**config.mk**
```make
export PLATFORM = sky130hd
export DESIGN_NAME = timestamped_slot_table_unit
export DESIGN_NICKNAME = d
export VERILOG_FILES = /design/src/rtl/tst_pkg.sv /design/src/rtl/tst_ram.sv /design/src/rtl/timestamped_slot_table_unit.sv
export SDC_FILE = /design/constraint.sdc
export NUM_CORES = 1
export LEC_CHECK = 0
export BUFFER_PORTS_ARGS = -buffer_cell sky130_fd_sc_hd__buf_2
export CAP_MARGIN = 20
export CORE_MARGIN = 4
export CORE_UTILIZATION = 60
export DETAILED_ROUTE_END_ITERATION = 10
export GPL_TIMING_DRIVEN = 0
export PLACE_DENSITY = 0.76
export SLEW_MARGIN = 30
export SYNTH_ARGS = -nofsm -noshare
export SYNTH_HDL_FRONTEND = slang
export SYNTH_SLANG_ARGS = --single-unit
```
**constraint.sdc**
```tcl
create_clock -name clk -period 14.3 [get_ports clk]
set_input_delay 3.575 -clock clk [delete_from_list [all_inputs] [get_ports clk]]
set_output_delay 3.575 -clock clk [all_outputs]
set_load 0.005 [all_outputs]
```
**src/rtl/tst_pkg.sv**
```systemverilog
// Shared constants, command and status codes, and date/time check functions.
package tst_pkg;

	localparam int SLOTS = 16;
	localparam int IDX_W = (SLOTS > 1) ? $clog2(SLOTS) : 1;
	localparam int OWN_W = 16;
	localparam int KEY_W = 32;
	localparam int ENT_W = OWN_W + KEY_W;
	localparam int CNT_W = 5;

	localparam logic [2:0] CMD_INSERT    = 3'd0;
	localparam logic [2:0] CMD_COUNT_ALL = 3'd1;
	localparam logic [2:0] CMD_COUNT_DAY = 3'd2;
	localparam logic [2:0] CMD_READ_MIN  = 3'd3;
	localparam logic [2:0] CMD_DEL_MIN   = 3'd4;
	localparam logic [2:0] CMD_DEL_OWNER = 3'd5;
	localparam logic [2:0] CMD_CLEAR     = 3'd6;

	localparam logic [2:0] STAT_OK       = 3'd0;
	localparam logic [2:0] STAT_FULL     = 3'd1;
	localparam logic [2:0] STAT_BAD_DATE = 3'd2;
	localparam logic [2:0] STAT_BAD_TIME = 3'd3;
	localparam logic [2:0] STAT_EMPTY    = 3'd4;

	// Reciprocal of 25 in 16 fractional bits; exact floor for 12-bit years.
	localparam logic [23:0] RECIP_25 = 24'd2622;

	function automatic logic [4:0] month_days(input logic [3:0] m);
		logic [4:0] len;
		case (m) inside
			4'd2: len = 5'd28;
			4'd4, 4'd6, 4'd9, 4'd11: len = 5'd30;
			default: len = 5'd31;
		endcase
		return len;
	endfunction

	// q25 is floor(y / 25), worked out beforehand and held in a register
	function automatic logic date_ok(input logic [4:0] d, input logic [3:0] m,
		input logic [11:0] y, input logic [7:0] q25);
		logic [11:0] r25;
		logic leap;
		logic [5:0] lim;
		r25 = y - (12'(q25) * 12'd25);
		leap = (y[1:0] == 2'd0) && ((r25 != 12'd0) || (y[3:0] == 4'd0));
		lim = {1'b0, month_days(m)} + {5'd0, (m == 4'd2) && leap};
		return (y != 12'd0) && (d != 5'd0) && (m != 4'd0) && (m <= 4'd12)
			&& ({1'b0, d} <= lim);
	endfunction

	function automatic logic time_ok(input logic [4:0] h, input logic [5:0] mi);
		return (h >= 5'd1) && (h <= 5'd23) && (mi <= 6'd60);
	endfunction

endpackage

```
**src/rtl/tst_ram.sv**
```systemverilog
// Generic simple dual-port RAM with registered read.
module tst_ram #(
	parameter int WIDTH = 8,
	parameter int DEPTH = 16
) (
	input  logic                                     clk,
	input  logic                                     we,
	input  logic [((DEPTH > 1) ? $clog2(DEPTH) : 1)-1:0] waddr,
	input  logic [WIDTH-1:0]                         wdata,
	input  logic                                     re,
	input  logic [((DEPTH > 1) ? $clog2(DEPTH) : 1)-1:0] raddr,
	output logic [WIDTH-1:0]                         rdata
);

	logic [WIDTH-1:0] mem [DEPTH];

	always_ff @(posedge clk) begin
		if (we) begin
			mem[waddr] <= wdata;
		end
		if (re) begin
			rdata <= mem[raddr];
		end
	end

endmodule

```
**src/rtl/timestamped_slot_table_unit.sv**
```systemverilog
// Slot table: each request scans every slot once through the entry RAM.
// From request accept the unit runs the scan, drain and finish states, then loads the result register.
// A new request is taken only in idle, once the last one has left finish; the RAM scan reads one slot per cycle.
// A result waiting in the output register does not block the next request until its end.
// Reset: asynchronous, active low; empties the table (valid bits cleared), RAM not touched.
module timestamped_slot_table_unit
	import tst_pkg::*;
(
	input  logic        clk,
	input  logic        arst_n,
	input  logic        req_valid,
	output logic        req_ready,
	input  logic [2:0]  cmd,
	input  logic [15:0] owner,
	input  logic [4:0]  day,
	input  logic [3:0]  month,
	input  logic [11:0] year,
	input  logic [4:0]  hour,
	input  logic [5:0]  minute,
	output logic        res_valid,
	input  logic        res_ready,
	output logic [2:0]  status,
	output logic [4:0]  count,
	output logic [15:0] found_owner,
	output logic [4:0]  found_day,
	output logic [3:0]  found_month,
	output logic [11:0] found_year,
	output logic [4:0]  found_hour,
	output logic [5:0]  found_minute
);

	localparam logic [1:0] ST_IDLE  = 2'd0;
	localparam logic [1:0] ST_SCAN  = 2'd1;
	localparam logic [1:0] ST_DRAIN = 2'd2;
	localparam logic [1:0] ST_FIN   = 2'd3;

	logic [1:0]       state_q;
	logic [SLOTS-1:0] used_q;
	logic [IDX_W-1:0] rd_q;
	logic             v_s1;
	logic [IDX_W-1:0] idx_s1;

	logic [2:0]  cmd_q;
	logic [15:0] owner_q;
	logic [4:0]  day_q;
	logic [3:0]  month_q;
	logic [11:0] year_q;
	logic [4:0]  hour_q;
	logic [5:0]  minute_q;
	logic [7:0]  q25_q;

	logic [CNT_W-1:0] cnt_q;
	logic             free_found_q;
	logic [IDX_W-1:0] free_idx_q;
	logic             best_found_q;
	logic [IDX_W-1:0] best_idx_q;
	logic [KEY_W-1:0] best_key_q;
	logic [OWN_W-1:0] best_owner_q;

	logic             res_valid_q;
	logic [2:0]       status_q;
	logic [4:0]       count_q;
	logic [15:0]      found_owner_q;
	logic [KEY_W-1:0] found_key_q;

	logic             accept;
	logic             fin_go;
	logic [ENT_W-1:0] rd_data;
	logic [KEY_W-1:0] s1_key;
	logic [OWN_W-1:0] s1_owner;
	logic             s1_used;
	logic             s1_date_hit;
	logic             s1_better;
	logic [23:0]      yprod;
	logic             d_ok;
	logic             t_ok;
	logic             ins_ok;
	logic [KEY_W-1:0] new_key;

	logic [2:0]       status_n;
	logic [4:0]       count_n;
	logic [15:0]      owner_n;
	logic [KEY_W-1:0] key_n;

	assign req_ready = (state_q == ST_IDLE);
	assign accept    = req_valid && req_ready;
	assign fin_go    = (state_q == ST_FIN) && (!res_valid_q || res_ready);

	assign s1_key      = rd_data[KEY_W-1:0];
	assign s1_owner    = rd_data[ENT_W-1:KEY_W];
	assign s1_used     = used_q[idx_s1];
	assign s1_date_hit = (s1_key[31:11] == {year_q, month_q, day_q});
	assign s1_better   = !best_found_q || (s1_key < best_key_q);

	assign yprod   = 24'(year_q) * RECIP_25;
	assign d_ok    = date_ok(day_q, month_q, year_q, q25_q);
	assign t_ok    = time_ok(hour_q, minute_q);
	assign ins_ok  = free_found_q && d_ok && t_ok;
	assign new_key = {year_q, month_q, day_q, hour_q, minute_q};

	tst_ram #(
		.WIDTH(ENT_W),
		.DEPTH(SLOTS)
	) u_ram (
		.clk  (clk),
		.we   (fin_go && (cmd_q == CMD_INSERT) && ins_ok),
		.waddr(free_idx_q),
		.wdata({owner_q, new_key}),
		.re   (state_q == ST_SCAN),
		.raddr(rd_q),
		.rdata(rd_data)
	);

	// result of the finished scan
	always_comb begin
		status_n = STAT_OK;
		count_n  = '0;
		owner_n  = '0;
		key_n    = '0;
		case (cmd_q)
			CMD_INSERT: begin
				if (!free_found_q) begin
					status_n = STAT_FULL;
				end else if (!d_ok) begin
					status_n = STAT_BAD_DATE;
				end else if (!t_ok) begin
					status_n = STAT_BAD_TIME;
				end
			end
			CMD_COUNT_ALL: begin
				count_n = cnt_q;
			end
			CMD_COUNT_DAY: begin
				if (!d_ok) begin
					status_n = STAT_BAD_DATE;
				end else begin
					count_n = cnt_q;
				end
			end
			CMD_READ_MIN: begin
				if (!best_found_q) begin
					status_n = STAT_EMPTY;
				end else begin
					owner_n = best_owner_q;
					key_n   = best_key_q;
				end
			end
			CMD_DEL_MIN: begin
				if (!best_found_q) begin
					status_n = STAT_EMPTY;
				end
			end
			default: begin
				status_n = STAT_OK;
			end
		endcase
	end

	always_ff @(posedge clk or negedge arst_n) begin
		if (!arst_n) begin
			state_q      <= ST_IDLE;
			used_q       <= '0;
			rd_q         <= '0;
			v_s1         <= 1'b0;
			idx_s1       <= '0;
			cnt_q        <= '0;
			free_found_q <= 1'b0;
			best_found_q <= 1'b0;
			res_valid_q  <= 1'b0;
		end else begin
			if (res_valid_q && res_ready) begin
				res_valid_q <= 1'b0;
			end
			v_s1   <= (state_q == ST_SCAN);
			idx_s1 <= rd_q;

			// one slot per cycle from the RAM read stage
			if (v_s1 && s1_used) begin
				if (((cmd_q == CMD_COUNT_ALL) || s1_date_hit) && (cnt_q != '1)) begin
					cnt_q <= cnt_q + 1'b1;
				end
				if (s1_better) begin
					best_found_q <= 1'b1;
				end
				if ((cmd_q == CMD_DEL_OWNER) && (s1_owner == owner_q)) begin
					used_q[idx_s1] <= 1'b0;
				end
			end
			if (v_s1 && !s1_used && !free_found_q) begin
				free_found_q <= 1'b1;
			end

			case (state_q)
				ST_IDLE: begin
					if (accept) begin
						state_q      <= ST_SCAN;
						rd_q         <= '0;
						cnt_q        <= '0;
						free_found_q <= 1'b0;
						best_found_q <= 1'b0;
					end
				end
				ST_SCAN: begin
					rd_q <= rd_q + 1'b1;
					if (rd_q == IDX_W'(SLOTS - 1)) begin
						state_q <= ST_DRAIN;
					end
				end
				ST_DRAIN: begin
					state_q <= ST_FIN;
				end
				ST_FIN: begin
					if (fin_go) begin
						res_valid_q <= 1'b1;
						state_q     <= ST_IDLE;
						case (cmd_q)
							CMD_INSERT: begin
								if (ins_ok) begin
									used_q[free_idx_q] <= 1'b1;
								end
							end
							CMD_DEL_MIN: begin
								if (best_found_q) begin
									used_q[best_idx_q] <= 1'b0;
								end
							end
							CMD_CLEAR: begin
								used_q <= '0;
							end
							default: begin
							end
						endcase
					end
				end
				default: begin
					state_q <= ST_IDLE;
				end
			endcase
		end
	end

	// payload registers
	always_ff @(posedge clk) begin
		if (accept) begin
			cmd_q    <= cmd;
			owner_q  <= owner;
			day_q    <= day;
			month_q  <= month;
			year_q   <= year;
			hour_q   <= hour;
			minute_q <= minute;
		end
		q25_q <= yprod[23:16];
		if (v_s1 && !s1_used && !free_found_q) begin
			free_idx_q <= idx_s1;
		end
		if (v_s1 && s1_used && s1_better) begin
			best_idx_q   <= idx_s1;
			best_key_q   <= s1_key;
			best_owner_q <= s1_owner;
		end
		if (fin_go) begin
			status_q      <= status_n;
			count_q       <= count_n;
			found_owner_q <= owner_n;
			found_key_q   <= key_n;
		end
	end

	assign res_valid    = res_valid_q;
	assign status       = status_q;
	assign count        = count_q;
	assign found_owner  = found_owner_q;
	assign found_year   = found_key_q[31:20];
	assign found_month  = found_key_q[19:16];
	assign found_day    = found_key_q[15:11];
	assign found_hour   = found_key_q[10:6];
	assign found_minute = found_key_q[5:0];

endmodule

```
Word level (Yosys, flattened, before mapping)
Memories as Yosys holds them, arrays and structs flattened. A register that Yosys moved wholly into a read port is not among the register bits. Index checks and enable logic that the tools add are counted. W data, S select, Z words.

Flip-flop bits (word level): 206. Memory bits (writable): 768. Bits of input ports: 55. Output and inout bits: 58. Word-level logic and storage cells: 163. Memories: 1.

Add/sub/neg operators: 4. $mul: 2. $lt $le $gt $ge: 12. Equality and inequality tests: 21. Multiplexer cells: 47. Bitwise operators: 5. Reductions and logical operators: 46.

Memories: u_ram.mem (words 16, width 48, read ports 1, clocked after Yosys merged registers in 1, write ports 1, line tst_ram.sv:15) `logic [WIDTH-1:0] mem [DEPTH];`.

Operators with widths (count): $mux W16 (6); $pmux W16 S3 (1); $and A16 B16 Y16 (2); $lt A32 B32 Y1 (1); $not A16 Y16 (2); $mux W5 (5); $logic_and A1 B1 Y1 (24); $reduce_bool A12 Y1 (2); $mul A12 B11 Y23 const B (1); $eq A21 B21 Y1 (1); $mux W1 (17); $eq A16 B16 Y1 (1); $mux W2 (8); $or A16 B16 Y16 (1); $lt A4 B5 Y1 const B (3); $demux W1 S4 (3); $eq A4 B4 Y1 const B (3); $ge A4 B1 Y1 const B (3); $mul A8 B5 Y12 const B (1); $sub A12 B12 Y12 (1); $pmux W5 S2 (1); $eq A3 B3 Y1 const B (3); $pmux W3 S3 (1); $eq A4 B3 Y1 const B (2); other kinds (33) (44).

Longest topological paths before layout
Depth after elaboration: 15. Mapped depth: 23. Gate-level depth less buffers: 22.

Hierarchy
Synthesis repeated with hierarchy kept, for this count alone.

Cells, all modules: 2291. Area total of the unflattened synthesis: 42897.4 um2.

By module, submodules not included: tst_ram (instances 1, cells an instance 1242, area each 30171.4 um2, seq. area each 24503.5 um2); timestamped_slot_table_unit (instances 1, cells an instance 1049, area each 12726.0 um2, seq. area each 5930.7 um2).

Worst setup path before layout
Ideal clock, no wire load.

Path kind: input-to-reg. Start: input res_ready. End: memory u_ram.mem[8][0] (netlist bit) (enable). Setup time: 0.454 ns. Arrival time: 8.150 ns. Data required time: 13.846 ns. Setup slack: 5.696 ns. Cell stages on the path: 7. Buffers on the path: 1. Cells stage by stage: nand2b_1 -> and2_1 -> nand3b_1 -> or2_2 -> or3_1 -> clkbuf_1 -> nor2_1.

Longest elaborated chain between the ends: 6.

Ends and longest elaborated chain: start, declared (line timestamped_slot_table_unit.sv:21) `input logic res_ready,`; $logic_or A1 B1 Y1 (line timestamped_slot_table_unit.sv:87) `assign fin_go = (state_q == ST_FIN) && (!res_valid_q || res_ready);`; $logic_and A1 B1 Y1 (line timestamped_slot_table_unit.sv:87); net fin_go (line timestamped_slot_table_unit.sv:67) `logic fin_go;`; $logic_and A1 B1 Y1 (2 in series) (line timestamped_slot_table_unit.sv:106) `.we (fin_go && (cmd_q == CMD_INSERT) && ins_ok),`; $mux W1 (line tst_ram.sv:18) `if (we) begin`; $mux W1 (implied by the code) (line tst_ram.sv:19) `mem[waddr] <= wdata;`; end, declared (line tst_ram.sv:15).

The timed path passes the listed nets, and every way through them passes these cells.

Final worst setup path
Start: register year_q[7]. End: memory u_ram.mem[13][7] (netlist bit) (enable).

Longest elaborated chain between the ends: 13. Elaborated cells between the ends (all ways): 17. Classes of those cells: add/sub: 2; order compare: 1; mux: 2; reduce/logical: 12.

Ends and longest elaborated chain: start, declared (line timestamped_slot_table_unit.sv:47) `logic [11:0] year_q;`; start signal, assigned (line timestamped_slot_table_unit.sv:249) `year_q <= year;`; $sub A12 B12 Y12 (line tst_pkg.sv:44) `r25 = y - (12'(q25) * 12'd25);`; $reduce_bool A12 Y1 (line tst_pkg.sv:45) `leap = (y[1:0] == 2'd0) && ((r25 != 12'd0) || (y[3:0] == 4'd0));`; $logic_or A1 B1 Y1 (line tst_pkg.sv:45); $logic_and A1 B1 Y1 (line tst_pkg.sv:45); $logic_and A1 B1 Y1 (line tst_pkg.sv:46) `lim = {1'b0, month_days(m)} + {5'd0, (m == 4'd2) && leap};`; $add A5 B1 Y6 (line tst_pkg.sv:46); $le A5 B6 Y1 (line tst_pkg.sv:48) `&& ({1'b0, d} <= lim);`; $logic_and A1 B1 Y1 (*) (line tst_pkg.sv:48); $logic_and A1 B1 Y1 (*) (2 in series) (line timestamped_slot_table_unit.sv:98) `assign ins_ok = free_found_q && d_ok && t_ok;`; $logic_and A1 B1 Y1 (*) (line timestamped_slot_table_unit.sv:106); $mux W1 (*) (line tst_ram.sv:18); $mux W1 (implied by the code) (*) (line tst_ram.sv:19).

Every way passes the cells marked *; elsewhere a longest branch is shown, timed or not.

==> out/results.tsv <==
stage	metric	value	unit
run_status	status	complete, no violations	
synthesis	Cell Area, Synth	42700	um2
global_routing	GR Util All Layers	28.6	%
clock_network	Setup Fix Bufs, Post-CTS	0	
synthesis	Syn Inst Count	2158	
synthesis	Seq/Total Area, Yosys	71.2	%
critical_path	Setup crit end kind	flip-flop	
clock_network	CTS Hold Buffers Added	0	
synthesis	Synth Area in Simple Gates	3.12	%
pwr	Pleak	16.9	nW
floorplan	initial core utilization	60.8	%
place	RD Place Congestion	0.826	
synthesis	Synth Area in XOR/XNOR	1.13	%
place	Port Buffers	112	
clock_network	Num CTS Buffers	99	
critical_path	maximum fanout along the worst path	13	
critical_path	RR Endpoint	u_ram.mem[13][7]$_DFFE_PP_	
drt	1st-iter DRT viols	3099	
critical_path	Worst Path Required	14.66	ns
sta	measured slew at the worst slew-check pin	1.03	ns
global_routing	grt total ovfl	0	
drt	final WL	106	mm
drt	DRT antenna net count	0	
drt	DRC errors left	0	
worst_hold_path	Worst Hold Path EP	idx_s1[2]$_DFF_PN0_	
critical_path	R2R setup slack	6.52	ns
flow_run	Max-cap violations	0	
sta	Fin Clk Skew	0.0570	ns
sta	highest clock rate	128	MHz
place	Post-DP Area	46100	um2
global_routing	first-pass GRT wire length	156	mm
worst_hold_path	hold depth	0	
clock_network	CTS clock-pin slew for the worst setup and hold paths	0.07	ns
layout	layout cells sized above 1	25.0	%
worst_hold_path	Hold Startpoint	rd_q[2]$_DFFE_PN0P_	
global_routing	gr busiest metal	met2	
critical_path	WS Path Type	reg -> reg	
drt	vias	23052	
drt	via/cell ratio	6.66	
pwr	Power per Cell Area	197	nW/um2
global_routing	M1 GR Usage	38.4	%
global_routing	largest net degree at the start of global routing	47	
sta	clock period minus worst slack	7.78	ns
floorplan	die area	75500	um2
critical_path	R2R depth	25	
sta	Tcrit/Tclk final	54.4	%
drt	drt wl/cell	30.6	um
global_routing	number of antenna violations at the first check in global routing	2	
clock_network	clk_lat worst skew	0.68	ns
clock_network	root buf cell	clkbuf_16	
global_routing	M2 GR Usage	46.7	%
clock_network	H-tree levels	3	
layout	most common cell after layout, fill and taps aside	edfxtp_1	
synthesis	Syn Nets	2431	
critical_path	R2R Path Start	year_q[7]$_DFFE_PP_	
synthesis	largest family of logic cells by synthesized area	multiplexers	
layout	final net count	2709	
global_routing	global routing usage on met3	6.73	%
floorplan	number of cell rows	97	
critical_path	CP peak stage delay	0.74	ns
synthesis	Post-synth EDFFs	979	
sta	setup_tns	0	ns
sta	fin. max-slew vios	0	
clock_network	maximum buffer depth of the clock tree	3	
floorplan	die height	275	um
synthesis	Synth Area per Inst	19.8	um2
clock_network	post_cts resized	0	
layout	fin area	49400	um2
synthesis	yosys warns	0	
worst_hold_path	hold crit path type	reg -> reg	
sta	Rel. slew slack	31.6	%
sta	endpoints failing setup	0	
sta	Final Hold Fails	0	
synthesis	prevailing post-synth register cell	edfxtp_1	
critical_path	Critical Path Start	year_q[7]$_DFFE_PP_	
synthesis	complex-gate fraction of the synthesized area	2.24	%
drt	DR pass1 iterations	5	
critical_path	kind of cell adding the most delay to the critical path	adder cells	
synthesis	fraction of synthesized area in multiplexers	13.0	%
layout	most frequent cells in the layout	edfxtp_1, mux4_2, ha_1	
place	dpl hpwl	66.3	mm
clock_network	TritonCTS clock tree	yes	
floorplan	Die Width	275	um
critical_path	CP Depth	25	
critical_path	CP max stage cell	edfxtp_1	
floorplan	# IOs	113	
sta	RSZ-0062 raised after global routing	false	
critical_path	Startpoint Class	flip-flop	
floorplan	core footprint	70300	um2
critical_path	crit path DAT	8.15	ns
layout	synthesis-to-layout area growth	15.7	%
clock_network	clock sinks	1022	
pwr	VDD IR max	458	uV
synthesis	unique cell type count in the Yosys netlist	68	
synthesis	Post-Synth Adder-Cell Area	7.33	%
synthesis	Post-synth ARST share	3.42	%
synthesis	#FFs+latches synth	1022	
critical_path	Buf/Inv on CP	7	
global_routing	vias in the first global route	23677	
how the worst max path moves through the flow:
stage                                  end  slack (ns)
2_1_floorplan    u_ram.mem[8][0]$_DFFE_PP_        5.70
3_3_place_gp   u_ram.mem[12][17]$_DFFE_PP_        2.28
3_5_place_dp   u_ram.mem[13][17]$_DFFE_PP_        6.68
4_1_cts         u_ram.mem[13][8]$_DFFE_PP_        6.47
5_1_grt         u_ram.mem[4][21]$_DFFE_PP_        5.91
6_report        u_ram.mem[13][7]$_DFFE_PP_        6.52
logic make-up (layout without fill, tap and decap cells):
logic type,Yosys count,count (layout)
buf+inv,217,576
fa+ha+maj,218,218
other cells,0,2
flops,1022,1022
simple gates,243,243
mux,248,248
xor+xnor,55,55
compound gates,155,155
flip-flops by register name, indices dropped and copies added, names as in the netlist, 6 cells and up:
name and count:
found_key_q 32, year_q 12, found_owner 16, owner_q 16, minute_q 6, best_key_q 32
best_owner_q 16, u_ram.rdata 48, u_ram.mem 768, used_q 16, q25_q 8
per-layer routing:
| layer | vias to the layer above | share of wire, % | wire (um) |
|---|---|---|---|
| li1 | 9250 | - | - |
| met1 | 11884 | 36 | 37800 |
| met2 | 1621 | 50 | 52700 |
| met3 | 293 | 11 | 11300 |
| met4 | 4 | 3.9 | 4110 |
| met5 | - | 0.035 | 37 |
cell usage after synthesis (all sizes together) (10+ instances only):
cell      n  area share, %
nand4    17           0.25
a31oi    10           0.15
nand2b   10           0.15
buf      24           0.25
mux4    244             13
o21ai    44           0.52
nand2    27           0.24
inv     139            1.2
fa       54            2.5
clkbuf   53           0.47
xnor2    34           0.70
edfxtp  979             69
a21oi    41           0.48
ha      164            4.8
and2     24           0.35
nor2b    10           0.15
nor3     12           0.15
o22ai    17           0.25
nand3    15           0.18
nor2     57           0.50
dfrtp    35            2.0
nor4     40           0.62
xor2     21           0.43
final cells by class:
cell class / instances / area, um2
fill: 4000 / 20900
timing repair buffer: 177 / 2090
inverter: 140 / 531
clock inverter: 69 / 688
multi-input combinational: 919 / 11600
sequential: 1022 / 30400
buffer: 77 / 330
antenna: 2 / 5.00
tap: 940 / 1180
clock buffer: 113 / 2550
worst register-to-register path, delay by kind of cell (launching register included):
kind	cells	cell delay [ns]
flops	1	0.74
simple gates	6	2.13
fa+ha+maj	6	2.22
buf+inv	7	1.06
compound gates	6	1.32
per-stage QoR:
| stage | worst slack [ns] | total power [W] | util (%) | hold WS, ns | instances |
|---|---|---|---|---|---|
| finish | 6.52 | 0.00974 | 70.3 | 0.401 | 3459 |
| floorplan | 5.70 | 0.00619 | - | 0.352 | 2158 |
| CTS | 6.47 | 0.00978 | 70.2 | 0.391 | 3451 |
| global route | 5.91 | 0.0103 | 70.3 | 0.404 | 3457 |
| detailed placement | 6.68 | 0.00714 | 65.6 | 0.362 | 3269 |
| global placement | 2.28 | 0.00696 | 63.3 | 0.359 | 3210 |
where the power goes:
part	internal, W	leakage (nW)	switching [W]	total [W]
Clock	0.00149	1.58	0.00112	0.00261
Combinational	0.00146	5.87	0.00181	0.00327
Sequential	0.00362	9.41	0.000242	0.00386
Total	0.00656	16.9	0.00318	0.00974
Power figures use the tool's default switching activity.
